[config.mk]
export PLATFORM = sky130hd
export DESIGN_NAME = cnr_alu
export DESIGN_NICKNAME = d
export VERILOG_FILES = /design/src/rtl/cnr_pkg.sv /design/src/rtl/cnr_alu.sv
export SDC_FILE = /design/constraint.sdc
export NUM_CORES = 2
export LEC_CHECK = 0
export BUFFER_PORTS_ARGS = -buffer_cell sky130_fd_sc_hd__buf_2
export CORE_UTILIZATION = 55
export DETAILED_ROUTE_END_ITERATION = 8
export MAX_ROUTING_LAYER = met4
export PLACE_DENSITY_LB_ADDON = 0.3
export SLEW_MARGIN = 20
export SYNTH_ARGS = -nofsm -noshare
export SYNTH_HDL_FRONTEND = slang
export SYNTH_SLANG_ARGS = --single-unit
[constraint.sdc]
create_clock -name vclk -period 10.5
set_input_delay 1.05 -clock vclk [all_inputs]
set_output_delay 1.05 -clock vclk [all_outputs]
set_load 0.02 [all_outputs]
[src/rtl/cnr_pkg.sv]
// ----------------------------------------------------------------------------
// cnr_pkg
// Shared types, constants and saturating helpers for the cubic Newton
// root finder.
// ----------------------------------------------------------------------------
`default_nettype none

package cnr_pkg;

  localparam int unsigned CNR_DATA_W    = 32;
  localparam int unsigned CNR_FRAC_BITS = 16;
  localparam int unsigned CNR_ADDR_W    = 4;

  // register indexes (byte address / 4)
  localparam logic [1:0] CNR_REG_TOLERANCE   = 2'd0;
  localparam logic [1:0] CNR_REG_ITER_LIMIT  = 2'd1;
  localparam logic [1:0] CNR_REG_SLOPE_FLOOR = 2'd2;

  localparam logic [15:0] CNR_TOLERANCE_RST   = 16'd66;
  localparam logic [7:0]  CNR_ITER_LIMIT_RST  = 8'd50;
  localparam logic [30:0] CNR_SLOPE_FLOOR_RST = 31'd655;

  typedef struct packed {
    logic [15:0] tolerance;
    logic [7:0]  iteration_limit;
    logic [30:0] slope_floor;
  } cnr_cfg_t;

  typedef enum logic [2:0] {
    ALU_MUL,
    ALU_SCALE3,
    ALU_SCALE9,
    ALU_ADD,
    ALU_SUB
  } cnr_alu_op_e;

  typedef enum logic [1:0] {
    STAT_CONVERGED   = 2'd0,
    STAT_LIMIT       = 2'd1,
    STAT_START_SLOPE = 2'd2,
    STAT_ZERO_SLOPE  = 2'd3
  } cnr_status_e;

  typedef enum logic [1:0] {
    PH_START,
    PH_LOOP,
    PH_PREV,
    PH_NEWF
  } cnr_phase_e;

  typedef enum logic [3:0] {
    ST_IDLE,
    ST_L9,
    ST_SX2,
    ST_SQ,
    ST_S3,
    ST_SS,
    ST_SCHK,
    ST_FX3,
    ST_FCUB,
    ST_FLIN,
    ST_F9,
    ST_FSUB,
    ST_FADD,
    ST_FCHK,
    ST_DIV,
    ST_STEP
  } cnr_state_e;

  typedef struct packed {
    logic        valid;
    cnr_status_e status;
  } cnr_fin_t;

  function automatic logic signed [31:0] sat32(input logic signed [63:0] v);
    logic signed [31:0] r;
    if (v > 64'sd2147483647) begin
      r = 32'sh7fffffff;
    end else if (v < -64'sd2147483648) begin
      r = 32'sh80000000;
    end else begin
      r = v[31:0];
    end
    return r;
  endfunction

  // exact magnitude: -2^31 maps to 2^31 as an unsigned word
  function automatic logic [31:0] abs32(input logic signed [31:0] v);
    logic [31:0] u;
    u = v;
    return v[31] ? (32'd0 - u) : u;
  endfunction

endpackage

`default_nettype wire

[src/rtl/cnr_alu.sv]
// ----------------------------------------------------------------------------
// cnr_alu
// Shared saturating fixed-point unit: multiply, scale by 3 or 9, add, sub.
// ----------------------------------------------------------------------------
`default_nettype none

module cnr_alu #(
  parameter int unsigned FRAC_BITS = cnr_pkg::CNR_FRAC_BITS
) (
  input  cnr_pkg::cnr_alu_op_e       op_i,
  input  logic signed [31:0]         a_i,
  input  logic signed [31:0]         b_i,
  output logic signed [31:0]         res_o
);
  import cnr_pkg::*;

  logic signed [63:0] a_ext;
  logic signed [63:0] b_ext;
  logic signed [63:0] prod;
  logic signed [63:0] wide;

  assign a_ext = 64'(a_i);
  assign b_ext = 64'(b_i);
  assign prod  = a_ext * b_ext;

  always_comb begin
    case (op_i)
      ALU_MUL:    wide = prod >>> FRAC_BITS;  // floor shift
      ALU_SCALE3: wide = (a_ext <<< 1) + a_ext;
      ALU_SCALE9: wide = (a_ext <<< 3) + a_ext;
      ALU_ADD:    wide = a_ext + b_ext;
      ALU_SUB:    wide = a_ext - b_ext;
      default:    wide = a_ext;
    endcase
  end

  assign res_o = sat32(wide);

endmodule

`default_nettype wire

Word level (Yosys, flattened, before mapping)
Index checks and enable logic that the tools add are counted.
{ "classes": {"addsub": 4, "n_mul": 1, "n_lt_le_gt_ge": 2, "eq_ne": 4, "mux": 3, "n_reduce_logical": 1} }
{ "ops": {"columns": ["op", "n"], "rows": [
  ["64-bit case mux with 5 select lines", 1],
  ["64-bit by 32-bit > comparator with 1-bit output, second input constant", 1],
  ["64-bit by 32-bit < comparator with 1-bit output, second input constant", 1],
  ["32-bit by 32-bit multiplier with 64-bit output", 1],
  ["32-bit 2-to-1 mux", 2],
  ["35-bit by 32-bit adder with 36-bit output", 1],
  ["33-bit by 32-bit adder with 34-bit output", 1],
  ["32-bit by 32-bit adder with 33-bit output", 1],
  ["32-bit by 32-bit subtractor with 33-bit output", 1],
  ["3-bit by 2-bit == test with 1-bit output, second input constant", 2],
  ["3-bit by 1-bit == test with 1-bit output, second input constant", 1],
  ["3-bit == test, second input constant", 1],
  ["3-bit zero test", 1]
]} }
{ "totals": {"ff_bits": 0, "inputBits": 67, "out_inout_bits": 32, "wordCells": 15} }

Logic depth before layout (Yosys ltp)
{ "depth": {"depth_word": 5, "mapped_depth": 33, "ltp_nobuf": 29} }

Worst setup path before layout
Ideal clock, no wire load.
{ "synth_path": {"path_type": "input-to-output", "startpoint": "input a_i[31]", "endpoint": "output res_o[12]", "t_arrival_ns": 9.623, "t_required_ns": 9.450, "path_slack_ns": -0.173, "path_stages": 30, "n_path_buf": 4, "path_cell_list": "clkbuf_1 buf_1 nand2_1 inv_1 fa_1 fa_1 fa_1 inv_1 fa_1 inv_1 fa_1 fa_1 inv_1 fa_1 inv_1 fa_1 ha_1 clkbuf_1 and2_1 nand3_1 or2_2 nor3_1 and4_1 a31oi_1 a211oi_1 a41oi_1 nor4b_1 a31oi_1 buf_2 a31o_1"} }
{ "synth_via": {"elab_chain_len": 5} }
{ "synth_lines": {"columns": ["item", "line", "source"], "rows": [
  ["start, declared", "cnr_alu.sv:11", "input logic signed [31:0] a_i,"],
  ["32-bit by 32-bit multiplier with 64-bit output, or another cell as far along", "cnr_alu.sv:24", "assign prod = a_ext * b_ext;"],
  ["64-bit case mux with 5 select lines *", "cnr_alu.sv:27", "case (op_i)"],
  ["64-bit by 32-bit < comparator with 1-bit output", "cnr_pkg.sv:79", "end else if (v < -64'sd2147483648) begin"],
  ["32-bit 2-to-1 mux", "cnr_pkg.sv:79", null],
  ["32-bit 2-to-1 mux *", "cnr_pkg.sv:77", "if (v > 64'sd2147483647) begin"],
  ["end, declared", "cnr_alu.sv:13", "output logic signed [31:0] res_o"]
]} }
Every way passes the cells marked *; elsewhere a longest branch is shown, timed or not.

Worst setup path after layout
{ "layout_path": {"startpoint": "input a_i[31]", "endpoint": "output res_o[6]"} }
Same word-level chain as after synthesis.

==> impl_results.md <==
* Crit path max-delay family: adder cells
* 1st-iter DRT viols at 2664
* Status: completed
* Worst path bufs/invs at 14
* Port bufs at slightly below 100
* Grt total ovfl at 0
* Crit Path Max Fanout at 8
* Layout cells sized above 1 at 0.153
* Routed wire length per instance at 23.1 um
* Critical Path RT at between 9 and 10 ns
* Critical Path AT at 9.37 ns
* Hold Startpoint: op_i[2]
* Via count at about 38000
* Routed Antenna Nets at 0
* DP HPWL at approximately 130 mm
* Register Area at 0 um2
* CP Class: input port to output pin
* RSZ-0062 raised after global routing: true
* CP Launch Type: input port
* Final #Nets at 6908
* # setup viols final at 0
* Avg Inst Size Synth at between 8 and 9 um2
* Worst hold slack at 2.94 ns
* Clock buffer cells at 0
* Initial core utilization at 0.556
* Max incr delay on CP at 0.59 ns
* Vias in the first global route at ~40000
* FP Rows at just over 100
* CP max stage cell: fa_2
* DR pass1 iterations at 8
* Total wire length at ~150 mm
* Slew margin rel. at 0.425
* Top cell type's share of synthesized area at 0.494
* Syn_nets at between 6000 and 7000
* Setup crit start: a_i[31]
* Largest net degree at the start of global routing at 33
* CORE AREA at between 70000 and 80000 um2
* Die Y-Extent at between 200 and 300 um
* Tmin final at approximately 10 ns
* Main area contributors after synthesis: fa_1 49%, ha_1 8.7%, inv_1 8.6%
* Max Slew Vio Count at 0
* Crit end category: output pin
* DRC viols at 0
* Tightest Hold Check Type: input port to output pin
* P&R area growth vs syn at 15.7%
* Synthesized area at 43900 um2
* Initial antenna violation count at 7
* Global-route usage over all layers at 0.384
* Most frequent cells in the layout: 1060 x fa_1, 989 x inv_1, 599 x nand2_1
* Via-per-instance ratio at approximately 5.8
* Slew @ Worst Pin at 0.854 ns
* Seq_cells at 0
* Synth area leader: fa_1
* Cells after Synth at about 5000
* Final Hold Viols at 0
* Fmax at between 0.09 and 0.1 GHz
* CP most frequent cell: fa_1
* Cell variety after synth at 84
* # IOs at 99
* Seq/Total Area, Yosys at 0
* Die area at approximately 81000 um2
* Max cap viols at 0
* Die W at ~280 um
* Gpl congestion at 1.02
* YS warnings at 0
* Commonest non-fill, non-tap cell in the layout: fa_1
* Post-cts hold buffer count at 0
* First-pass GRT wire length at 230 mm
* Final period util at 0.992
[per-layer routing]
metal	global-route usage	vias up	wire length, um
met5	-	-	0
met4	0.172	0	9000
met3	0.0371	419	10100
met2	0.627	1601	72600
met1	0.484	19385	58400
li1	-	16427	-
[path summary, 6_finish.rpt]
| check | to | cells past startpoint |
|---|---|---|
| worst max-delay path | res_o[6] | 34 |
| worst min-delay path | res_o[12] | 5 |
[cell type report]
cell class | instances | area [um2]
Multi-Input combinational cell | 3787 | 39900
Fill cell | 6674 | 28200
Timing Repair Buffer | 656 | 5800
Inverter | 1005 | 3790
Tap cell | 1050 | 1310
Antenna cell | 5 | 12.5
[kinds of logic after synthesis]
family	synth area share
xor+xnor	0.0239
fa+ha+maj	0.582
simple gates	0.169
mux	0.00137
buf+inv	0.111
compound gates	0.113
[timing repair]
item,in CTS,in global routing
cloned,0,9
pin swaps,7,103
gates resized for setup,35,293
endpoints found under the setup margin,31,31
setup buffers,1,36
[per-stage QoR]
stage,setup WS [ns],cell area (um2),std cells,utilization,TNS [ns]
CTS,0.00158,49200,6455,0.622,0
finish,0.0790,50800,6503,0.643,0
detailed placement,-0.283,49000,6454,0.621,-6.70
global route,-0.0764,50800,6503,0.643,-1.55
floorplan,0.0510,43900,5076,-,0
global placement,-0.217,49000,6454,0.621,-4.90
[cells in the mapped netlist (50+ instances only)]
library cell	instances
fa_1	1085
inv_1	1002
nand2_1	603
and2_1	460
ha_1	306
clkbuf_1	264
nor2_1	232
a21oi_1	196
o21ai_0	136
a21o_1	96
xnor2_1	70
nand3_1	51
xor2_1	50
Power is not shown: default switching activity piles up to over one toggle a cycle in this logic, so the estimate is an artifact.
