===== config.mk =====
export PLATFORM = sky130hd
export DESIGN_NAME = cnr_cfg
export DESIGN_NICKNAME = d
export VERILOG_FILES = /design/src/rtl/cnr_pkg.sv /design/src/rtl/cnr_cfg.sv
export SDC_FILE = /design/constraint.sdc
export NUM_CORES = 1
export LEC_CHECK = 0
export BUFFER_PORTS_ARGS = -buffer_cell sky130_fd_sc_hd__buf_2
export CAP_MARGIN = 20
export CORE_ASPECT_RATIO = 0.9
export CORE_MARGIN = 10
export CORE_UTILIZATION = 45
export CTS_BUF_LIST = sky130_fd_sc_hd__clkbuf_16
export DETAILED_ROUTE_END_ITERATION = 16
export PLACE_DENSITY = 0.79
export SLEW_MARGIN = 20
export SYNTH_ARGS = -nofsm -noshare
export SYNTH_HDL_FRONTEND = slang
export SYNTH_SLANG_ARGS = --single-unit

===== constraint.sdc =====
create_clock -name clk_i -period 1.14 [get_ports clk_i]
set_input_delay 0.057 -clock clk_i [delete_from_list [all_inputs] [get_ports clk_i]]
set_output_delay 0.057 -clock clk_i [all_outputs]
set_load 0.05 [all_outputs]

===== src/rtl/cnr_pkg.sv =====
// ----------------------------------------------------------------------------
// cnr_pkg
// Shared types, constants and saturating helpers for the cubic Newton
// root finder.
// ----------------------------------------------------------------------------
`default_nettype none

package cnr_pkg;

  localparam int unsigned CNR_DATA_W    = 32;
  localparam int unsigned CNR_FRAC_BITS = 16;
  localparam int unsigned CNR_ADDR_W    = 4;

  // register indexes (byte address / 4)
  localparam logic [1:0] CNR_REG_TOLERANCE   = 2'd0;
  localparam logic [1:0] CNR_REG_ITER_LIMIT  = 2'd1;
  localparam logic [1:0] CNR_REG_SLOPE_FLOOR = 2'd2;

  localparam logic [15:0] CNR_TOLERANCE_RST   = 16'd66;
  localparam logic [7:0]  CNR_ITER_LIMIT_RST  = 8'd50;
  localparam logic [30:0] CNR_SLOPE_FLOOR_RST = 31'd655;

  typedef struct packed {
    logic [15:0] tolerance;
    logic [7:0]  iteration_limit;
    logic [30:0] slope_floor;
  } cnr_cfg_t;

  typedef enum logic [2:0] {
    ALU_MUL,
    ALU_SCALE3,
    ALU_SCALE9,
    ALU_ADD,
    ALU_SUB
  } cnr_alu_op_e;

  typedef enum logic [1:0] {
    STAT_CONVERGED   = 2'd0,
    STAT_LIMIT       = 2'd1,
    STAT_START_SLOPE = 2'd2,
    STAT_ZERO_SLOPE  = 2'd3
  } cnr_status_e;

  typedef enum logic [1:0] {
    PH_START,
    PH_LOOP,
    PH_PREV,
    PH_NEWF
  } cnr_phase_e;

  typedef enum logic [3:0] {
    ST_IDLE,
    ST_L9,
    ST_SX2,
    ST_SQ,
    ST_S3,
    ST_SS,
    ST_SCHK,
    ST_FX3,
    ST_FCUB,
    ST_FLIN,
    ST_F9,
    ST_FSUB,
    ST_FADD,
    ST_FCHK,
    ST_DIV,
    ST_STEP
  } cnr_state_e;

  typedef struct packed {
    logic        valid;
    cnr_status_e status;
  } cnr_fin_t;

  function automatic logic signed [31:0] sat32(input logic signed [63:0] v);
    logic signed [31:0] r;
    if (v > 64'sd2147483647) begin
      r = 32'sh7fffffff;
    end else if (v < -64'sd2147483648) begin
      r = 32'sh80000000;
    end else begin
      r = v[31:0];
    end
    return r;
  endfunction

  // exact magnitude: -2^31 maps to 2^31 as an unsigned word
  function automatic logic [31:0] abs32(input logic signed [31:0] v);
    logic [31:0] u;
    u = v;
    return v[31] ? (32'd0 - u) : u;
  endfunction

endpackage

`default_nettype wire


===== src/rtl/cnr_cfg.sv =====
// ----------------------------------------------------------------------------
// cnr_cfg
// APB register bank: tolerance, iteration limit, slope floor.
// ----------------------------------------------------------------------------
`default_nettype none

module cnr_cfg (
  input  logic                            clk_i,
  input  logic                            rst_ni,
  input  logic                            psel,
  input  logic                            penable,
  input  logic                            pwrite,
  input  logic [cnr_pkg::CNR_ADDR_W-1:0]  paddr,
  input  logic [31:0]                     pwdata,
  output logic [31:0]                     prdata,
  output logic                            pready,
  output cnr_pkg::cnr_cfg_t               cfg_o
);
  import cnr_pkg::*;

  cnr_cfg_t   cfg_q;
  logic [1:0] reg_idx;
  logic       wr_en;

  assign reg_idx = paddr[CNR_ADDR_W-1:2];
  assign wr_en   = psel & penable & pwrite;
  assign pready  = 1'b1;

  always_ff @(posedge clk_i or negedge rst_ni) begin
    if (!rst_ni) begin
      cfg_q.tolerance       <= CNR_TOLERANCE_RST;
      cfg_q.iteration_limit <= CNR_ITER_LIMIT_RST;
      cfg_q.slope_floor     <= CNR_SLOPE_FLOOR_RST;
    end else if (wr_en) begin
      case (reg_idx)
        CNR_REG_TOLERANCE:   cfg_q.tolerance       <= pwdata[15:0];
        CNR_REG_ITER_LIMIT:  cfg_q.iteration_limit <= pwdata[7:0];
        CNR_REG_SLOPE_FLOOR: cfg_q.slope_floor     <= pwdata[30:0];
        default: ;
      endcase
    end
  end

  always_comb begin
    case (reg_idx)
      CNR_REG_TOLERANCE:   prdata = {16'd0, cfg_q.tolerance};
      CNR_REG_ITER_LIMIT:  prdata = {24'd0, cfg_q.iteration_limit};
      CNR_REG_SLOPE_FLOOR: prdata = {1'b0, cfg_q.slope_floor};
      default:             prdata = '0;
    endcase
  end

  assign cfg_o = cfg_q;

endmodule

`default_nettype wire


# [Word level (Yosys, flattened, before mapping)]
# Index checks and enable logic that the tools add are counted.
[totals] reg_bits=55 out_inout_bits=88 inputBits=41 wordCells=12
[op_classes] mux=1 n_eq_ne=2 bitwise=2 n_reduce_logical=4
[ops] operator="$pmux 31 s3" count=1
[ops] operator="$reduce_and 2->1" count=3
[ops] operator="$and 1x1->1" count=2
[ops] operator="$eq 2x1->1 const B" count=1
[ops] operator="$eq 2x2->1 const B" count=1
[ops] operator="$logic_not 2->1" count=1

# [Longest topological paths before layout]
[depth] ltp_word=3 depth_mapped=5 ltp_nobuf=3

# [Worst setup path after synthesis]
# No wires, ideal clock.
[synth_timing] path_type="reg-to-output" from="register cfg_q (netlist bit cfg_o[7])" to="output prdata[7]" n_path_buf=0 required_ns=1.083 slack_ns=-0.815 t_arrival_ns=1.898 stages_incl_launch_ff=3 cell_sequence="dfstp_2 -> mux2i_1 -> o21ai_0"
[synth_via] elab_chain_cells=1
[synth_rtl] element="start: declaration" line="cnr_cfg.sv:21" rtl="cnr_cfg_t cfg_q;"
[synth_rtl] element="$pmux 31 s3" line="cnr_cfg.sv:45" rtl="case (reg_idx)"
[synth_rtl] element="end: declaration" line="cnr_cfg.sv:15" rtl="output logic [31:0] prdata,"
# No other way between the ends.

# [Final worst setup path]
[layout_timing] from="register cfg_q (netlist bit cfg_o[0])" to="output prdata[0]"
# The elaborated chain is that of the path after synthesis.

==> metrics.cfg <==
[run_status]
outcome = finished with violations
violations = negative setup slack

[setup_path]
crit_type = register to primary output
cp.required_ns = 1.08
r2r-start = cfg_o[53]
max_stage_delay_ns = 0.55
end_kind = primary output
arrival_ns = 1.27
worstRegToRegCells = 2
worstSetupStartpointType = register
cp-startpoint = cfg_o[0]
critPathSlowestCell = dfstp_2
r2r_setup_slack_ns = 0.18
critPathMaxFanout = 2
reg2reg_to = cfg_o[53]
crit_chain = mux2i_2, o21ai_4, buf_8

[pwr]
intPower_mw = 4.817
powerDensity_nw_per_um2 = 2094
peakVddDrop_mv = 1.583
p_sw_mw = 4.045
swShare_pct = 45.64
p_leak_nw = 2.010
pwr-share-seq_pct = 32.8
p_clk_share_pct = 16.3
combPwrFrac_pct = 50.8

[routing]
route.vias.total = 2097
wire_per_inst_um = 18.59
drc = 0
dr.pass1.iters = 4
via_per_inst = 5.053
drt_iter0_markers = 41
drt.antenna.violating_nets = 0
routed_wl_um = 7715

[logic_synthesis]
avgSynthCellArea_um2 = 13.72
synth_top_family_by_area = multiplexers
synth_area_um2 = 2551
synth-compound-area-share_pct = 1.569
synth_common_cells = dfrtp_1 (44), mux2_2 (35), mux2i_1 (16)
synthArstFlopShare_pct = 100.0
ys_ff_latch = 55
synth_nets = 227
yosysSeqAreaShare_pct = 54.49
synth_xor_area_share_pct = 0
yosysMostFrequentCell = dfrtp_1
synth_cell_types = 22
synth-edff-count = 0
ys.flop_type = dfrtp_1
yosysTopAreaCellShare_pct = 43.16
syn_inst = 186
synthSimpleGateAreaFrac_pct = 8.436
yosys-top-cells-area = dfrtp_1 (43%), mux2_2 (15%), dfstp_2 (11%), mux2i_1 (6.3%), mux2_1 (5.3%)
synth.largest_area_cell = dfrtp_1
yosys_warnings = 0
synthMuxAreaShare_pct = 31.73
synth-adder-area-share_pct = 0

[floorplanning]
die_area_um2 = 9085
die_height_um = 91.43
pin_count = 129
start_util_pct = 47.42
dieWidth_um = 99.37
core-area_um2 = 5380
rows = 25

[clock_network]
clk-insertion-delay-late_ns = 0.29
cts_inserted_buffers = 5
clk_path_buf_depth = 2
htree_levels = 2
cts-root-buf = clkbuf_16
cts_sinks = 55
cts_tree = built
clkTransAtPathRegs_ns = 0.06

[place]
dp_hpwl_um = 5626
port_buffers = 123
dp.cells = 378
gp_congestion = 0.7763
dpl_cell_area_um2 = 3545

[finish]
antenna_cells = 0
syn_to_final_growth_pct = 65.87
fin_cells = 415
largest_reg_flops = 55
nNetsFinal = 388
fillers = 308
stdcell_area_um2 = 4232
drive_above_1_share_pct = 79.02

[sta]
slew_violations = 0
skew_ns = 0
max_freq_ghz = 0.7516
hold_violations = 0
rsz0062_at_grt = yes
worst_slack_ns = -0.1904
tns_ns = -1.540
setup_viol_count_final = 18
period_needed_ns = 1.330
period_share_pct = 116.7

[grt]
track_usage_pct = 16.93
grt_antenna_before_repair = 0
grt_pass1_wl_um = 12370
grt_max_degree = 32
first_global_vias = 2365
grt.overflow.total = 0

[flow_run]
drv_cap = 0

[min_path]
min_to = cfg_o[25]
min_path_type = input port to register
hold_start = pwdata[25]
hold_depth = 2

placed cells by master, fill, tap and decap left out, drive strengths merged:
| cell type | netlist | routed |
|---|---|---|
| nor2b | 1 | 1 |
| nand2 | 8 | 8 |
| dfrtp | 44 | 44 |
| nor3b | 1 | 1 |
| nor2 | 8 | 8 |
| clkinv | 0 | 1 |
| and2b | 1 | 1 |
| conb | 2 | 2 |
| mux2i | 16 | 16 |
| or3b | 1 | 1 |
| o21ai | 8 | 8 |
| clkbuf | 2 | 5 |
| dfstp | 11 | 11 |
| mux2 | 55 | 55 |
| inv | 0 | 2 |
| nor3 | 1 | 1 |
| dlygate4sd3 | 0 | 18 |
| and2 | 15 | 15 |
| buf | 11 | 149 |
| nand3 | 1 | 1 |
repair_timing:
action	CTS	global route
resized for setup	57	38
endpoints found under the setup margin	27	32
endpoints found under the hold margin	59	0
gates cloned	0	0
pin swaps	3	4
hold buffers	18	0
buffers inserted	10	3
metal layers:
metal	GRT usage [%]	vias to the layer above	share of wire (%)
met1	17.86	1049	38
met2	30.37	81	52
li1	-	959	-
met4	3.222	0	0.84
met5	0	-	0
met3	7.652	8	9.3
critical path: cells and delay by family (launching register included):
family | cells | cell delay (ns)
flip-flops | 1 | 0.55
multiplexers | 1 | 0.09
buffers and inverters | 1 | 0.16
AO/OA/AOI/OAI | 1 | 0.18
through the flow:
| step | utilization [%] | setup slack, ns | hold slack, ns | power (mW) |
|---|---|---|---|---|
| after floorplan | - | -0.1111 | -0.2386 | 5.876 |
| after global placement | 65.88 | -0.1356 | -0.02976 | 6.767 |
| after detailed placement | 65.88 | -0.1621 | -0.02489 | 6.849 |
| after CTS | 76.74 | -0.1789 | 0.002253 | 8.792 |
| after global routing | 78.65 | -0.2106 | 0.005914 | 9.260 |
| final | 78.65 | -0.1904 | 0.003591 | 8.862 |
cell families (layout without fill, tap and decap cells):
group / count (synthesis) / count (layout)
mux: 71 / 71
flops: 55 / 55
simple gates: 37 / 37
compound gates: 8 / 8
buf+inv: 13 / 175
other cells: 2 / 2
power groups by stage:
stage / Clock (mW) / Sequential, mW / Combinational (mW)
finish: 1.45 / 2.91 / 4.50
global route: 1.57 / 2.97 / 4.71
CTS: 1.48 / 2.88 / 4.43
detailed placement: 0 / 2.89 / 3.96
global placement: 0 / 2.87 / 3.90
floorplan: 0 / 4.48 / 1.39
area by class of cell:
| cell class | instances | area [µm²] | area share, % |
|---|---|---|---|
| clock buffer | 5 | 125.1 | 2.957 |
| clock inverter | 3 | 12.51 | 0.2957 |
| multi-input combinational | 118 | 1350 | 31.90 |
| sequential | 55 | 1413 | 33.38 |
| tap | 67 | 83.83 | 1.981 |
| timing repair buffer | 167 | 1247 | 29.48 |
worst max-delay path by stage:
stage / endpoint / slack (ns) / depth (start not counted)
finish: prdata[0] / -0.19 / 3
global route: prdata[7] / -0.21 / 3
CTS: prdata[7] / -0.18 / 3
detailed placement: cfg_o[31] / -0.16 / 5
global placement: cfg_o[31] / -0.14 / 5
floorplan: prdata[7] / -0.11 / 2
Power figures use the tool's default switching activity.
