File: config.mk
export PLATFORM = sky130hd
export DESIGN_NAME = cnr_div
export DESIGN_NICKNAME = d
export VERILOG_FILES = /design/src/rtl/cnr_pkg.sv /design/src/rtl/cnr_div.sv
export SDC_FILE = /design/constraint.sdc
export NUM_CORES = 1
export LEC_CHECK = 0
export BUFFER_PORTS_ARGS = -buffer_cell sky130_fd_sc_hd__buf_2
export CAP_MARGIN = 25
export CORE_MARGIN = 5
export CORE_UTILIZATION = 40
export DETAILED_ROUTE_END_ITERATION = 10
export SETUP_SLACK_MARGIN = 0.5
export SLEW_MARGIN = 15
export SYNTH_ARGS = -nofsm -noshare
export SYNTH_HDL_FRONTEND = slang
export SYNTH_SLANG_ARGS = --single-unit
File: constraint.sdc
create_clock -name clk_i -period 6.7 [get_ports clk_i]
set_input_delay 0.67 -clock clk_i [delete_from_list [all_inputs] [get_ports clk_i]]
set_output_delay 0.67 -clock clk_i [all_outputs]
set_load 0.01 [all_outputs]
File: src/rtl/cnr_pkg.sv
// ----------------------------------------------------------------------------
// cnr_pkg
// Shared types, constants and saturating helpers for the cubic Newton
// root finder.
// ----------------------------------------------------------------------------
`default_nettype none

package cnr_pkg;

  localparam int unsigned CNR_DATA_W    = 32;
  localparam int unsigned CNR_FRAC_BITS = 16;
  localparam int unsigned CNR_ADDR_W    = 4;

  // register indexes (byte address / 4)
  localparam logic [1:0] CNR_REG_TOLERANCE   = 2'd0;
  localparam logic [1:0] CNR_REG_ITER_LIMIT  = 2'd1;
  localparam logic [1:0] CNR_REG_SLOPE_FLOOR = 2'd2;

  localparam logic [15:0] CNR_TOLERANCE_RST   = 16'd66;
  localparam logic [7:0]  CNR_ITER_LIMIT_RST  = 8'd50;
  localparam logic [30:0] CNR_SLOPE_FLOOR_RST = 31'd655;

  typedef struct packed {
    logic [15:0] tolerance;
    logic [7:0]  iteration_limit;
    logic [30:0] slope_floor;
  } cnr_cfg_t;

  typedef enum logic [2:0] {
    ALU_MUL,
    ALU_SCALE3,
    ALU_SCALE9,
    ALU_ADD,
    ALU_SUB
  } cnr_alu_op_e;

  typedef enum logic [1:0] {
    STAT_CONVERGED   = 2'd0,
    STAT_LIMIT       = 2'd1,
    STAT_START_SLOPE = 2'd2,
    STAT_ZERO_SLOPE  = 2'd3
  } cnr_status_e;

  typedef enum logic [1:0] {
    PH_START,
    PH_LOOP,
    PH_PREV,
    PH_NEWF
  } cnr_phase_e;

  typedef enum logic [3:0] {
    ST_IDLE,
    ST_L9,
    ST_SX2,
    ST_SQ,
    ST_S3,
    ST_SS,
    ST_SCHK,
    ST_FX3,
    ST_FCUB,
    ST_FLIN,
    ST_F9,
    ST_FSUB,
    ST_FADD,
    ST_FCHK,
    ST_DIV,
    ST_STEP
  } cnr_state_e;

  typedef struct packed {
    logic        valid;
    cnr_status_e status;
  } cnr_fin_t;

  function automatic logic signed [31:0] sat32(input logic signed [63:0] v);
    logic signed [31:0] r;
    if (v > 64'sd2147483647) begin
      r = 32'sh7fffffff;
    end else if (v < -64'sd2147483648) begin
      r = 32'sh80000000;
    end else begin
      r = v[31:0];
    end
    return r;
  endfunction

  // exact magnitude: -2^31 maps to 2^31 as an unsigned word
  function automatic logic [31:0] abs32(input logic signed [31:0] v);
    logic [31:0] u;
    u = v;
    return v[31] ? (32'd0 - u) : u;
  endfunction

endpackage

`default_nettype wire

File: src/rtl/cnr_div.sv
// ----------------------------------------------------------------------------
// cnr_div
// Radix-2 restoring divider: (num * 2^FRAC_BITS) / den, truncated toward
// zero and saturated to 32 bits. One quotient bit per cycle.
// ----------------------------------------------------------------------------
`default_nettype none

module cnr_div #(
  parameter int unsigned FRAC_BITS = cnr_pkg::CNR_FRAC_BITS
) (
  input  logic               clk_i,
  input  logic               rst_ni,
  input  logic               start_i,
  input  logic signed [31:0] num_i,
  input  logic signed [31:0] den_i,
  output logic               done_o,
  output logic signed [31:0] quot_o
);
  import cnr_pkg::*;

  localparam int unsigned DIV_W = CNR_DATA_W + FRAC_BITS;
  localparam int unsigned CNT_W = $clog2(DIV_W + 1);
  localparam logic [DIV_W-1:0] MAG_MAX_POS = DIV_W'(32'h7fff_ffff);
  localparam logic [DIV_W-1:0] MAG_MAX_NEG = DIV_W'(32'h8000_0000);

  logic [31:0]      rem_q;
  logic [DIV_W-1:0] quo_q;
  logic [31:0]      den_q;
  logic             neg_q;
  logic [CNT_W-1:0] cnt_q;
  logic             done_q;

  logic [32:0] trial;
  logic [32:0] diff;
  logic        ge;

  assign trial = {rem_q, quo_q[DIV_W-1]};
  assign diff  = trial - {1'b0, den_q};
  assign ge    = trial >= {1'b0, den_q};

  always_ff @(posedge clk_i or negedge rst_ni) begin
    if (!rst_ni) begin
      cnt_q  <= '0;
      done_q <= 1'b0;
    end else begin
      done_q <= 1'b0;
      if (start_i) begin
        cnt_q <= CNT_W'(DIV_W);
      end else if (cnt_q != '0) begin
        cnt_q  <= cnt_q - 1'b1;
        done_q <= (cnt_q == CNT_W'(1));
      end
    end
  end

  always_ff @(posedge clk_i) begin
    if (start_i) begin
      rem_q <= '0;
      quo_q <= {abs32(num_i), {FRAC_BITS{1'b0}}};
      den_q <= abs32(den_i);
      neg_q <= num_i[31] ^ den_i[31];
    end else if (cnt_q != '0) begin
      rem_q <= ge ? diff[31:0] : trial[31:0];
      quo_q <= {quo_q[DIV_W-2:0], ge};
    end
  end

  always_comb begin
    if (neg_q) begin
      quot_o = (quo_q > MAG_MAX_NEG) ? 32'sh80000000 : (32'sd0 - quo_q[31:0]);
    end else begin
      quot_o = (quo_q > MAG_MAX_POS) ? 32'sh7fffffff : quo_q[31:0];
    end
  end

  assign done_o = done_q;

endmodule

`default_nettype wire

## Yosys cells after proc, flatten, opt, wreduce, memory -nomap -nowiden

Cells that the tools add are included.

| word-level totals | value |
|---|---|
| register bits after elaboration | 120 |
| bits of input ports | 67 |
| output and inout port bits | 33 |
| logic and storage cells | 32 |

| operators by class | value |
|---|---|
| add/sub/neg operators | 5 |
| magnitude comparators | 3 |
| equality and inequality tests | 1 |
| multiplexer cells | 12 |
| bitwise operators | 1 |
| reductions and logical operators | 2 |

Operators with widths:

| operator | number |
|---|---|
| two-way mux 32 bit | 5 |
| two-way mux 48 bit | 2 |
| subtractor 1 x 32 -> 32 bit (first input constant) | 3 |
| > comparator 48 x 31 -> 1 bit (second input constant) | 1 |
| > comparator 48 x 32 -> 1 bit (second input constant) | 1 |
| greater-or-equal comparator 33 x 32 -> 1 bit | 1 |
| subtractor 32 bit | 1 |
| two-way mux 31 bit | 1 |
| two-way mux 6 bit | 2 |
| equality test 6 x 1 -> 1 bit (second input constant) | 1 |
| nonzero test 6 bit | 1 |
| subtractor 6 x 1 -> 6 bit (second input constant) | 1 |
| two-way mux 1 bit | 2 |
| nonzero test 2 bit | 1 |
| XOR 1 bit | 1 |

## Logic depth before layout (Yosys ltp)

| logic depth | value |
|---|---|
| depth after elaboration | 3 |
| gate-level depth with buffers | 13 |
| mapped depth without buffers | 12 |

## Least setup slack after synthesis

OpenSTA, ideal clock, no wires.

| timing | value |
|---|---|
| kind | register -> output |
| from | register quo_q[0] |
| to | output port quot_o[11] |
| data arrival time | 3.512 ns |
| data required time | 6.030 ns |
| path slack | 2.518 ns |
| stages on the path, launching flop included | 12 |
| cell sequence | dfxtp_1 inv_1 ha_1 or3b_2 or3_1 or4_4 or4_4 o41ai_2 and2b_4 nand2_4 buf_6 o311ai_1 |

| between the ends | value |
|---|---|
| longest elaborated chain between the ends | 3 |

RTL lines:

| item | line | source |
|---|---|---|
| start: declaration | cnr_div.sv:27 | `logic [DIV_W-1:0] quo_q;` |
| start signal: assignment | cnr_div.sv:59 | `quo_q <= {abs32(num_i), {FRAC_BITS{1'b0}}};` |
| start signal: assignment | cnr_div.sv:64 | `quo_q <= {quo_q[DIV_W-2:0], ge};` |
| > comparator 48 x 31 -> 1 bit, or another cell as far along | cnr_div.sv:72 | `quot_o = (quo_q > MAG_MAX_POS) ? 32'sh7fffffff : quo_q[31:0];` |
| two-way mux 32 bit, on equally long branches | cnr_div.sv:72, cnr_div.sv:70 |  |
| two-way mux 32 bit (*) | cnr_div.sv:69 | `if (neg_q) begin` |
| end: declaration | cnr_div.sv:17 | `output logic signed [31:0] quot_o` |

Mark *: on every way between the ends. The rest lies on a longest branch, timed or not.

## Final worst setup path

| timing | value |
|---|---|
| from | register quo_q[0] |
| to | output port quot_o[16] |

The elaborated chain is that of the path after synthesis.

==> flow_summary.yaml <==
power:
  leakage_nw: 4.32
  comb_power_share: 0.182
  power.internal_mw: 1.56
  pwr_density_cell_mw_per_mm2: 214
  peakVddDrop_mv: 0.178
  p_seq_frac: 0.408
  power_frac_clock: 0.410
  swShare: 0.282
  p_sw_mw: 0.614
timing:
  slew_headroom: 0.335
  timing.fmax_mhz: 187
  drv_slew: 0
  fin_skew_ns: 0.0120
  finalCritPeriodShare: 0.798
  rsz0062_at_grt: "no"
  worst_pin_slew_ns: 0.985
  timing.final.crit_period_ns: 5.35
  setup_tns_ns: 0
  worst_hold_slack_ns: 0.0815
  hold_violations: 0
  setup_violations: 0
  timing.final.ws_setup_ns: 1.35
setup_path:
  crit_type: "flop to output pin"
  worst-path-max-fanout: 26
  worst_setup_path_end_kind: "output pin"
  path_delay_family: "simple AND/OR/NAND/NOR gates"
  arrival_ns: 4.68
  cp_cell_sequence: "inv_1 > ha_1 > or3b_2 > or3_1 > or4_4 > or4_4 > o41ai_2 > nand2b_1 > o41ai_1 > nand2_1 > o311ai_1 > buf_2"
  critPathMaxStageDelay_ns: 0.53
  critPathLaunchType: "flop"
  path_buf_inv: 2
  slowest_stage: "or4_4"
  cp_common_cell: "or4_4"
  cp.required_ns: 6.03
cts:
  cts_max_level: 4
  clkTransAtPathRegs_ns: 0.06
  clk_latency_ns: 0.42
  cts_sinks: 120
  holdBufCountCts: 0
  post_cts_resized: 0
  cts_buffers: 17
  root_buffer: "clkbuf_16"
  clock_path_buffers: 2
  post-cts-setup-buffers: 0
  cts_tree: "yes"
placement:
  pre_cts_slack_ns: 1.82
  dp_hpwl_mm: 15.9
  place_congestion: 0.846
  post_dp_cell_area_mm2: 0.00957
  io_buffers: 99
cells_and_area:
  most-common-layout-cells: "nand2_1 (160), buf_2 (98), o21ai_0 (87), xnor2_1 (70), nor2_1 (67)"
  area_growth_pct: 14.1
  fill_cells: 2200
  design_area_mm2: 0.0102
  diodes: 0
  utilization: 0.464
  finish.net_count: 1237
  drive_above_1_share: 0.140
  multi_input_area_mm2: 0.00534
  mostFrequentLayoutCell: "nand2_1"
  ff_latch_area_mm2: 0.00309
die:
  core_mm2: 0.0219
  die_w_um: 159
  ioPinCount: 100
  dieArea_mm2: 0.0253
  die_h_um: 159
  fp-row-count: 54
  start_util: 0.407
route:
  firstDrtPassIters: 5
  drcViolationCount: 0
  final_antenna_net_count: 0
  drtIter0Drc: 516
  wire_per_inst_um: 15.0
  wl_mm: 21.4
  vias: 7811
  viasPerCell: 5.48
logic_synthesis:
  synth_area_mm2: 0.00890
  synthArstFlopShare: 0.0583
  ys_seq_area_frac: 0.347
  synth_edf_count: 65
  syn_nets: 1169
  synth_ff_type: "edfxtp_1"
  synthDistinctLibCells: 69
  avgSynthCellArea_um2: 8.37
  ys_ff_latch: 120
  ys_warn_count: 0
  postSynthCellCount: 1064
status:
  status: "complete, no violations"
global_routing:
  grt_first_pass_wirelength_mm: 36.1
  first_global_vias: 7343
  gr-total-overflow: 0
  grt_antenna_before_repair: 0
  grt_max_degree: 69
  grtUsageTotal: 0.166
hold_path:
  hold_class: "input pin to async pin"
run:
  drv_cap: 0
worst register-to-register path, delay by kind of cell, from the launching register on:
kind,cells,cell delay (ns)
AND/OR/NAND/NOR,1,0.74
buffers and inverters,2,0.51
adder cells (fa/ha/maj),1,0.36
flip-flops,1,0.32
AO/OA/AOI/OAI,8,2.42
power by group through the flow:
stage / Combinational, mW / Sequential, mW / Clock, mW
floorplan: 0.283 / 0.887 / 0
global placement: 0.395 / 0.902 / 0
detailed placement: 0.397 / 0.904 / 0
CTS: 0.399 / 0.888 / 0.908
global route: 0.450 / 0.898 / 0.949
finish: 0.396 / 0.889 / 0.893
logic make-up (layout without fill, tap and decap cells):
logic type      Yosys count  after routing  share of synthesized area
compound gates          290            290                      0.219
xor+xnor                 86             86                     0.0846
buf+inv                 120            201                     0.0537
simple gates            381            381                      0.209
fa+ha+maj                38             38                     0.0543
mux                      29             29                     0.0326
flops                   120            120                      0.347
path summary, 6_finish.rpt:
path | start | to | slack, ns | cells past startpoint
setup / recovery | quo_q[0] | quot_o[16] | 1.35 | 12
hold / removal | rst_ni | cnt_q[4] | 0.08 | 1
setup reg to reg | den_q[5] | rem_q[9] | 2.26 | 12
hold reg to reg | rem_q[31] | rem_q[31] | 0.50 | 2
max in group asynchronous | rst_ni | cnt_q[1] | 6.46 | 1
min in group clk_i | rem_q[31] | rem_q[31] | 0.50 | 2
metal layers:
metal	wire, um	part of all wire	track usage	vias to the layer above
li1	-	-	-	4031
met1	10600	0.49	0.230	3622
met2	9830	0.46	0.268	142
met3	813	0.038	0.0352	16
met4	225	0.010	0.0380	0
met5	0	0	0	-
layout make-up:
type	count	share of cell area
multi-input combinational	824	0.526
sequential	120	0.304
timing repair buffer	107	0.0550
clock buffer	18	0.0423
tap	280	0.0345
inverter	62	0.0229
clock inverter	14	0.0149
Yosys cell counts (all sizes together) (16+ instances only):
library cell    n  share of area
nand2         162          0.069
o21ai          87          0.049
xnor2          70          0.069
nor2           67          0.028
edfxtp         65           0.22
inv            62          0.026
a21oi          49          0.028
clkbuf         49          0.021
dfxtp          48           0.11
ha             37          0.052
a211oi         31          0.026
mux2i          29          0.033
or3            28          0.020
nor3           25          0.014
o311ai         19          0.021
o31ai          19          0.016
or4            17          0.015
o41ai          16          0.017
xor2           16          0.016
through the flow:
stage | cells | power (mW)
floorplan | 1064 | 1.17
global placement | 1393 | 1.30
detailed placement | 1393 | 1.30
CTS | 1425 | 2.20
global route | 1425 | 2.30
finish | 1425 | 2.18
flip-flops by register name (all words and copies together) (netlist names):
register and count:
neg_q 1, cnt_q 6, quo_q 48, rem_q 32, den_q 32, done_o 1
Note: power is estimated with default switching activity, not from simulation.
